[src/sv/oaat_pkg.sv]
package oaat_pkg;

  localparam int HASH_W = 64;
  localparam int CHAR_W = 8;
  localparam int BKT_W  = 21;
  localparam int IDX_W  = 20;
  localparam int CNT_W  = $clog2(HASH_W);

  localparam logic [BKT_W-1:0] BUCKET_LIMIT = BKT_W'(1048576);
  localparam logic [BKT_W-1:0] BUCKET_RESET = BKT_W'(10000);

  // Shift amounts of the mixing and finishing rounds
  localparam int SHL_MIX  = 10;
  localparam int SHR_MIX  = 6;
  localparam int SHL_FIN1 = 3;
  localparam int SHR_FIN1 = 11;
  localparam int SHL_FIN2 = 15;

  typedef enum logic [2:0] {
    OP_HOLD,
    OP_ADD_CHAR,
    OP_MIX,
    OP_FIN1,
    OP_FIN2,
    OP_CLEAR
  } mix_op_t;

  typedef struct packed {
    mix_op_t                  op;
    logic [CHAR_W-1:0]        char_code;
  } mix_ctl_t;

  typedef enum logic [2:0] {
    ST_IDLE,
    ST_MIX,
    ST_FIN1,
    ST_FIN2,
    ST_DIV_START,
    ST_DIV_RUN,
    ST_DRAIN
  } state_t;

endpackage

[src/sv/one_at_a_time_string_hash.sv]
// Sequence: each character is accepted, then mixed on the shared 64-bit adder; the
// last character adds two finishing rounds, a divider start, 64 remainder steps,
// a done step and a load into the output register, which raises out_tvalid.
// A new character is not taken while the one before is being mixed; a last
// character keeps in_tready low until its result is loaded, and the load waits while an earlier result is stalled.
// Reset (rst_n, synchronous, low): hash cleared, bucket count back to 10000.
module one_at_a_time_string_hash (
  input  logic        clk,
  input  logic        rst_n,
  input  logic        in_tvalid,
  output logic        in_tready,
  input  logic [7:0]  in_tdata,   // [7:0] char_code
  input  logic        in_tlast,   // last_char
  output logic        out_tvalid,
  input  logic        out_tready,
  output logic [23:0] out_tdata,  // [19:0] bucket_index, [23:20] zero
  input  logic        cfg_valid,
  output logic        cfg_ready,
  input  logic [20:0] cfg_data    // bucket_count
);

  oaat_pkg::state_t              state_r;
  oaat_pkg::state_t              state_nxt;
  oaat_pkg::mix_ctl_t            mix_ctl;
  logic                          last_r;
  logic [oaat_pkg::BKT_W-1:0]    bucket_r;
  logic [oaat_pkg::BKT_W-1:0]    divisor;
  logic [oaat_pkg::HASH_W-1:0]   hash;
  logic                          div_start;
  logic                          div_done;
  logic [oaat_pkg::IDX_W-1:0]    div_rem;
  logic                          out_valid_r;
  logic                          out_valid_nxt;
  logic [oaat_pkg::IDX_W-1:0]    out_idx_r;
  logic                          out_load;

  oaat_mix u_mix (
    .clk   (clk),
    .rst_n (rst_n),
    .ctl   (mix_ctl),
    .hash  (hash)
  );

  // Clamp the bucket count so the remainder fits 20 bits
  assign divisor = (bucket_r > oaat_pkg::BUCKET_LIMIT) ? oaat_pkg::BUCKET_LIMIT : bucket_r;

  oaat_mod u_mod (
    .clk       (clk),
    .rst_n     (rst_n),
    .start     (div_start),
    .dividend  (hash),
    .divisor   (divisor),
    .done      (div_done),
    .remainder (div_rem)
  );

  // Configuration register
  assign cfg_ready = 1'b1;

  always_ff @(posedge clk) begin
    if (!rst_n) begin
      bucket_r <= oaat_pkg::BUCKET_RESET;
    end else if (cfg_valid && cfg_ready) begin
      bucket_r <= cfg_data;
    end
  end

  // Sequencer: next state and controls
  always_comb begin
    state_nxt         = state_r;
    in_tready         = 1'b0;
    mix_ctl.op        = oaat_pkg::OP_HOLD;
    mix_ctl.char_code = in_tdata;
    div_start         = 1'b0;
    out_load          = 1'b0;
    unique case (state_r)
      oaat_pkg::ST_IDLE: begin
        in_tready = 1'b1;
        if (in_tvalid) begin
          mix_ctl.op = oaat_pkg::OP_ADD_CHAR;
          state_nxt  = oaat_pkg::ST_MIX;
        end
      end
      oaat_pkg::ST_MIX: begin
        mix_ctl.op = oaat_pkg::OP_MIX;
        state_nxt  = last_r ? oaat_pkg::ST_FIN1 : oaat_pkg::ST_IDLE;
      end
      oaat_pkg::ST_FIN1: begin
        mix_ctl.op = oaat_pkg::OP_FIN1;
        state_nxt  = oaat_pkg::ST_FIN2;
      end
      oaat_pkg::ST_FIN2: begin
        mix_ctl.op = oaat_pkg::OP_FIN2;
        state_nxt  = oaat_pkg::ST_DIV_START;
      end
      oaat_pkg::ST_DIV_START: begin
        // Divider captures the finished hash while the hash clears
        div_start  = 1'b1;
        mix_ctl.op = oaat_pkg::OP_CLEAR;
        state_nxt  = oaat_pkg::ST_DIV_RUN;
      end
      oaat_pkg::ST_DIV_RUN: begin
        if (div_done) begin
          state_nxt = oaat_pkg::ST_DRAIN;
        end
      end
      oaat_pkg::ST_DRAIN: begin
        if (!out_valid_r || out_tready) begin
          out_load  = 1'b1;
          state_nxt = oaat_pkg::ST_IDLE;
        end
      end
      default: state_nxt = oaat_pkg::ST_IDLE;
    endcase
  end

  always_ff @(posedge clk) begin
    if (!rst_n) begin
      state_r <= oaat_pkg::ST_IDLE;
    end else begin
      state_r <= state_nxt;
    end
  end

  // Hold the last flag of the accepted transaction
  always_ff @(posedge clk) begin
    if (in_tvalid && in_tready) begin
      last_r <= in_tlast;
    end
  end

  // Output register: hold until taken, reload when free
  always_comb begin
    out_valid_nxt = out_valid_r && !out_tready;
    if (out_load) begin
      out_valid_nxt = 1'b1;
    end
  end

  always_ff @(posedge clk) begin
    if (!rst_n) begin
      out_valid_r <= 1'b0;
    end else begin
      out_valid_r <= out_valid_nxt;
    end
  end

  always_ff @(posedge clk) begin
    if (out_load) begin
      out_idx_r <= div_rem;
    end
  end

  assign out_tvalid = out_valid_r;
  assign out_tdata  = {4'b0, out_idx_r};

endmodule

[src/sv/oaat_mix.sv]
module oaat_mix (
  input  logic                          clk,
  input  logic                          rst_n,
  input  oaat_pkg::mix_ctl_t            ctl,
  output logic [oaat_pkg::HASH_W-1:0]   hash
);

  logic [oaat_pkg::HASH_W-1:0] hash_r;
  logic [oaat_pkg::HASH_W-1:0] hash_nxt;
  logic [oaat_pkg::HASH_W-1:0] add_b;
  logic [oaat_pkg::HASH_W-1:0] sum;

  // Pick the second adder operand for this step
  always_comb begin
    unique case (ctl.op)
      oaat_pkg::OP_ADD_CHAR:
        add_b = {{(oaat_pkg::HASH_W-oaat_pkg::CHAR_W){ctl.char_code[oaat_pkg::CHAR_W-1]}},
                 ctl.char_code};
      oaat_pkg::OP_MIX:  add_b = hash_r << oaat_pkg::SHL_MIX;
      oaat_pkg::OP_FIN1: add_b = hash_r << oaat_pkg::SHL_FIN1;
      oaat_pkg::OP_FIN2: add_b = hash_r << oaat_pkg::SHL_FIN2;
      default:           add_b = '0;
    endcase
  end

  assign sum = hash_r + add_b;

  // Fold in the right-shift xor where the round has one
  always_comb begin
    unique case (ctl.op)
      oaat_pkg::OP_ADD_CHAR: hash_nxt = sum;
      oaat_pkg::OP_MIX:      hash_nxt = sum ^ (sum >> oaat_pkg::SHR_MIX);
      oaat_pkg::OP_FIN1:     hash_nxt = sum ^ (sum >> oaat_pkg::SHR_FIN1);
      oaat_pkg::OP_FIN2:     hash_nxt = sum;
      oaat_pkg::OP_CLEAR:    hash_nxt = '0;
      default:               hash_nxt = hash_r;
    endcase
  end

  always_ff @(posedge clk) begin
    if (!rst_n) begin
      hash_r <= '0;
    end else begin
      hash_r <= hash_nxt;
    end
  end

  assign hash = hash_r;

endmodule

[src/sv/oaat_mod.sv]
module oaat_mod (
  input  logic                          clk,
  input  logic                          rst_n,
  input  logic                          start,
  input  logic [oaat_pkg::HASH_W-1:0]   dividend,
  input  logic [oaat_pkg::BKT_W-1:0]    divisor,
  output logic                          done,
  output logic [oaat_pkg::IDX_W-1:0]    remainder
);

  logic                          busy_r;
  logic                          done_r;
  logic [oaat_pkg::CNT_W-1:0]    cnt_r;
  logic [oaat_pkg::HASH_W-1:0]   dvd_r;
  logic [oaat_pkg::IDX_W-1:0]    rem_r;
  logic [oaat_pkg::BKT_W-1:0]    div_r;
  logic [oaat_pkg::BKT_W-1:0]    rem_sh;
  logic [oaat_pkg::BKT_W-1:0]    rem_sub;
  logic [oaat_pkg::IDX_W-1:0]    rem_nxt;

  // One restoring step: shift in the next dividend bit, subtract if it fits
  always_comb begin
    rem_sh  = {rem_r, dvd_r[oaat_pkg::HASH_W-1]};
    rem_sub = rem_sh - div_r;
    rem_nxt = (rem_sh >= div_r) ? rem_sub[oaat_pkg::IDX_W-1:0]
                                : rem_sh[oaat_pkg::IDX_W-1:0];
  end

  // Sequence one bit per cycle, most significant first
  always_ff @(posedge clk) begin
    if (!rst_n) begin
      busy_r <= 1'b0;
      done_r <= 1'b0;
      cnt_r  <= '0;
    end else begin
      done_r <= 1'b0;
      if (start) begin
        busy_r <= 1'b1;
        cnt_r  <= '0;
      end else if (busy_r) begin
        cnt_r <= cnt_r + 1'b1;
        if (cnt_r == oaat_pkg::CNT_W'(oaat_pkg::HASH_W - 1)) begin
          busy_r <= 1'b0;
          done_r <= 1'b1;
        end
      end
    end
  end

  always_ff @(posedge clk) begin
    if (start) begin
      dvd_r <= dividend;
      rem_r <= '0;
      div_r <= divisor;
    end else if (busy_r) begin
      dvd_r <= dvd_r << 1;
      rem_r <= rem_nxt;
    end
  end

  assign done = done_r;
  // A zero bucket count maps every word to bucket zero
  assign remainder = (div_r == '0) ? '0 : rem_r;

endmodule

[config.mk]
export PLATFORM = sky130hd
export DESIGN_NAME = one_at_a_time_string_hash
export DESIGN_NICKNAME = d
export VERILOG_FILES = /design/src/sv/oaat_pkg.sv /design/src/sv/one_at_a_time_string_hash.sv /design/src/sv/oaat_mix.sv /design/src/sv/oaat_mod.sv
export SDC_FILE = /design/constraint.sdc
export NUM_CORES = 1
export LEC_CHECK = 0
export BUFFER_PORTS_ARGS = -buffer_cell sky130_fd_sc_hd__buf_2
export CAP_MARGIN = 10
export CELL_PAD_IN_SITES_DETAIL_PLACEMENT = 1
export CELL_PAD_IN_SITES_GLOBAL_PLACEMENT = 2
export CORE_MARGIN = 5
export CORE_UTILIZATION = 30
export CTS_CLUSTER_SIZE = 16
export DETAILED_ROUTE_END_ITERATION = 10
export PLACE_DENSITY = 0.62
export SLEW_MARGIN = 0
export SYNTH_ARGS = -nofsm -noshare
export SYNTH_HDL_FRONTEND = slang
export SYNTH_SLANG_ARGS = --single-unit
export TNS_END_PERCENT = 5
[constraint.sdc]
create_clock -name clk -period 10.75 [get_ports clk]
set_input_delay 2.15 -clock clk [delete_from_list [all_inputs] [get_ports clk]]
set_output_delay 2.15 -clock clk [all_outputs]
set_load 0.01 [all_outputs]
Word-level counts from Yosys, hierarchy flattened --
Cells that the tools add are included.
Cells by class: $add $sub $neg 3, order comparisons 2, equality and inequality tests 15, muxes and demuxes 21, bitwise logic cells 4, reduce and logical (&&, ||, !) cells 13
Operators by type and width (number):
- 64-bit one-hot mux with 4 select lines | 2
- 64-bit two-way mux | 2
- 64-bit adder | 1
- 64-bit by 53-bit XOR with 64-bit output | 1
- 64-bit by 58-bit XOR with 64-bit output | 1
- 21-bit >= comparator | 1
- 21-bit greater-than comparator (second input constant) | 1
- 21-bit zero test | 1
- 3-bit one-hot mux with 7 select lines | 1
- 20-bit two-way mux | 1
- 20-bit subtractor | 1
- 3-bit == test (second input constant) | 5
- 3-bit one-hot mux with 5 select lines | 1
- 3-bit by 2-bit == test with 1-bit output (second input constant) | 4
- 1-bit two-way mux | 10
- 3-bit two-way mux | 3
- 6-bit by 1-bit adder with 6-bit output (second input constant) | 1
- 3-bit by 1-bit == test with 1-bit output (second input constant) | 2
- 6-bit == test (second input constant) | 1
- 2-bit != test (second input constant) | 2
- 4-bit nonzero test | 1
- 2-bit OR reduction | 2
- 3-bit zero test | 1
- 3-bit AND reduction | 1
- 8 further kinds | 11
Storage, ports and cells: bits in registers 223, input port bits 35, output and inout bits 27, word-level logic and storage cells 70

Logic depth before layout (Yosys ltp) --
depth after elaboration 7, gate-level depth with buffers 21, gate-level depth less buffers 16

Cells and area by module --
Synthesis repeated with hierarchy kept, for this count alone.
Unflattened totals: cells, all modules 2020, area, all modules 17660.7 um^2
Modules (own cells, without submodules):
- oaat_mix | instances 1, cells an instance 1358, area each 9764.4 um^2
- oaat_mod | instances 1, cells an instance 510, area each 6025.8 um^2
- one_at_a_time_string_hash | instances 1, cells an instance 152, area each 1870.5 um^2

Worst setup path before layout --
Ideal clock, no wire load.
path type input -> register, start in in_tvalid, end reg u_mix.hash_r, in the netlist u_mix.hash[56], library setup time 0.070 ns, arrival time 5.758 ns, required time 10.680 ns, path slack 4.922 ns, stages on the path 19, buffers on the path 4, path through and2_1 -> buf_2 -> nand2_1 -> clkbuf_1 -> clkbuf_1 -> nand2_1 -> ha_1 -> buf_2 -> a21oi_2 -> o21ai_1 -> a221o_1 -> a2111o_1 -> o211ai_1 -> nand3_1 -> a311oi_1 -> xnor2_1 -> nand2_1 -> mux2_2 -> a21oi_1
Between the ends: cells in the longest elaborated chain, start to end 7, elaborated cells on any way between the ends 14, those cells by class 1 x add/sub; 5 x eq/ne; 4 x mux; 2 x bitwise; 2 x reduce/logical
Ends and longest elaborated chain:
- start: declaration | line one_at_a_time_string_hash.sv:10 | input logic in_tvalid,
- 1-bit two-way mux * | line one_at_a_time_string_hash.sv:79 | if (in_tvalid) begin
- 3-bit one-hot mux with 5 select lines * | line one_at_a_time_string_hash.sv:76 | unique case (state_r)
- 3-bit == test (tied with other cells) | line oaat_mix.sv:15, oaat_mix.sv:30
- 64-bit one-hot mux with 4 select lines | line oaat_mix.sv:15 | unique case (ctl.op)
- 64-bit adder | line oaat_mix.sv:26 | assign sum = hash_r + add_b;
- 64-bit by 53-bit XOR with 64-bit output or 64-bit by 58-bit XOR with 64-bit output (tied branches) | line oaat_mix.sv:33, oaat_mix.sv:32
- 64-bit one-hot mux with 4 select lines | line oaat_mix.sv:30 | unique case (ctl.op)
- end signal: assignment | line oaat_mix.sv:44 | hash_r <= hash_nxt;
- end: declaration | line oaat_mix.sv:8 | logic [oaat_pkg::HASH_W-1:0] hash_r;
Mark *: on every way between the ends. The rest lies on a longest branch, timed or not. A chain may end at the register's enable or synchronous reset.

Worst setup path in the final report --
start in in_tvalid, end reg u_mix.hash_r, in the netlist u_mix.hash[21]
Same word-level chain as after synthesis.

==> metrics.yaml <==
worstHoldPathType: "reg2reg"
synthTopCellsByArea: "edfxtp_1 19%, dfxtp_1 14%, nand2_1 7.7%, ha_1 6.2%, a21oi_1 5.1%"
path_clk_slew_ns: 0.06
seqPwrFrac_pct: 27.4
slowest_delay_ns: 0.95
fin_crit_ns: 6.48
clkPwrFrac_pct: 20.6
die_h_um: 248
p_total_uw: 4650
internal_power_uw: 2520
clockBufferDepth: 3
wl_um: 65000
post_cts_resize_count: 0
final_nets: 2182
path_class: "in2reg"
switchingPower_uw: 2120
die-width_um: 248
antenna_found_initial: 0
antenna_left: 0
cp_num_buf_inv: 2
cts_tree: "built"
async_reset_ff_share_pct: 0
maxCapViolCount: 0
tightest_slew_ns: 1.17
grt_pass1_wl_um: 98800
netlist_area_um2: 17000
outcome: "finished clean"
grt_max_degree: 99
drtIter0Drc: 1118
sw_frac_of_total_pct: 45.7
cpLargestDelayFamily: "compound AO/OA/AOI/OAI gates"
port_buffers: 56
vias: 15600
synthCells: 2090
finalSetupViolations: 0
slew_viol_final: 0
start_util_pct: 30.2
grt_usage_pct: 20.5
gp_congestion: 0.869
endpoint_kind: "flop"
synth_top_area_share_pct: 18.7
ys_warn_count: 0
p_comb_share_pct: 52.0
critPathArrivalTime_ns: 6.86
htreeDepth: 1
synth_cell_types: 88
drc_errors: 0
crit_fanout: 57
cts_setup_buffers: 0
core_area_um2: 56400
cts_buffers: 28
p_leak_uw: 0.00753
crit_chain: "buf_2 > and2_1 > nand2_1 > buf_4 > o21ai_0 > ha_1 > nand2_1 > a21oi_1 > o21ai_0 > a2111oi_4 > nor2_1 > xnor2_1 > xor2_1 > a222oi_1 > a211oi_1"
yosys.area.top_type: "edfxtp_1"
hold_viol: 0
dp.final_hpwl_um: 48900
worst_clock_skew_ns: 0.0208
rr_startpoint: "state_r[1]"
power.density_nw_per_um2: 246
vias_per_cell: 5.50
fmax_mhz: 154
ys_top_cells_by_count: "350 x nand2_1, 172 x a21oi_1, 159 x o21ai_0"
fp-row-count: 87
synth_most_common_cell: "nand2_1"
drt_pre_antenna_iters: 7
ir_drop_mv: 0.123
crit_start: "in_tvalid"
clock_latency_ns: 0.56
synth_seq_area_share_pct: 32.4
synth_edf_count: 106
root_buffer: "clkbuf_16"
critPathLaunchType: "input port"
relSlewSlack_pct: 21.6
cpMaxStageDelayCell: "xnor2_1"
area_delta_synth_final_pct: 10.6
drive_gt1_share_pct: 9.70
grt_pass1_vias: 15900
syn_avg_cell_area_um2: 8.15
die_area_um2: 61700
clock_sinks: 223
cts_hold_buf: 0
finalCritPeriodShare_pct: 60.3
synthFlopType: "dfxtp_1"
grt_overflow: 0
min_from: "u_mod.dvd_r[32]"
ios: 62
wire_per_inst_um: 22.9
ys_seq_elements: 223
antennaDiodeCount: 0
tns_ns: 0
crit_required_ns: 11.12
rsz0062_at_grt: "false"
==> layer usage <==
layer | vias up | wire [um] | global-route usage [%]
li1 | 7468 | - | -
met1 | 7720 | 31400 | 29.4
met2 | 338 | 29200 | 33.1
met3 | 72 | 3020 | 2.70
met4 | 0 | 1380 | 4.79
met5 | - | 0 | 0
==> sequential cells by signal, summed over array words and instances, names as in the netlist <==
register and cells:
u_mod.busy_r 1, last_r 1, u_mod.div_r 21, u_mix.hash 64, bucket_r 21, u_mod.done 1, u_mod.rem_r 20, state_r 3
out_idx_r 20, u_mod.dvd_r 64, u_mod.cnt_r 6, out_tvalid 1
==> cell type report <==
class,instances,area [um2]
Clock buffer,42,825
Clock inverter,10,104
Fill cell,6733,37500
Inverter,56,210
Multi-Input combinational cell,1675,10800
Sequential cell,223,5530
Tap cell,756,946
Timing Repair Buffer,76,430
==> stage by stage <==
step	hold WS [ns]	setup WS, ns	std cells	utilization, %	cell area (um2)
2_1_floorplan	0.457	4.92	2093	-	17100
3_3_place_gp	0.494	3.83	2786	31.8	17900
3_5_place_dp	0.507	3.76	2786	31.8	17900
4_1_cts	0.520	4.34	2838	33.4	18900
5_1_grt	0.536	4.04	2838	33.4	18900
6_report	0.514	4.27	2838	33.4	18900
==> cells in the final DEF, fill, tap and decap left out, drive strengths merged, types with 33 or more instances in the layout <==
cell / count
nand2: 350
a21oi: 178
o21ai: 173
nor2: 145
dfxtp: 117
edfxtp: 106
xnor2: 92
ha: 85
xor2: 79
buf: 76
inv: 56
nor2b: 49
mux2i: 45
clkbuf: 42
nor3: 37
a21o: 35
a211oi: 33
==> power groups by stage <==
stage	Combinational (uW)	Clock, uW	Sequential (uW)
final	2420	957	1270
after global routing	2650	1020	1290
after CTS	2410	987	1270
after detailed placement	2400	0	1290
after global placement	2360	0	1290
after floorplan	1820	0	1140
==> final timing paths <==
path | cells after the start | slack [ns] | to
max | 15 | 4.27 | u_mix.hash[21]
min | 2 | 0.51 | u_mod.dvd_r[33]
max reg2reg | 14 | 4.73 | u_mix.hash[21]
min reg2reg | 2 | 0.51 | u_mod.dvd_r[33]
==> worst min-delay path, cell delays in order (launching register included) <==
cell and delay (ns):
edfxtp_1 0.32, nand2_1 0.05, nand2_1 0.05
==> cell families after synthesis <==
logic type	Yosys count	share of synthesized area [%]
AND/OR/NAND/NOR	712	18.7
other	2	0.0441
buffers and inverters	195	4.57
adder cells (fa/ha/maj)	87	6.47
multiplexers	61	3.70
flip-flops	223	32.4
XOR/XNOR	171	9.18
AO/OA/AOI/OAI	639	24.9
(Power assumes the default switching activity.)
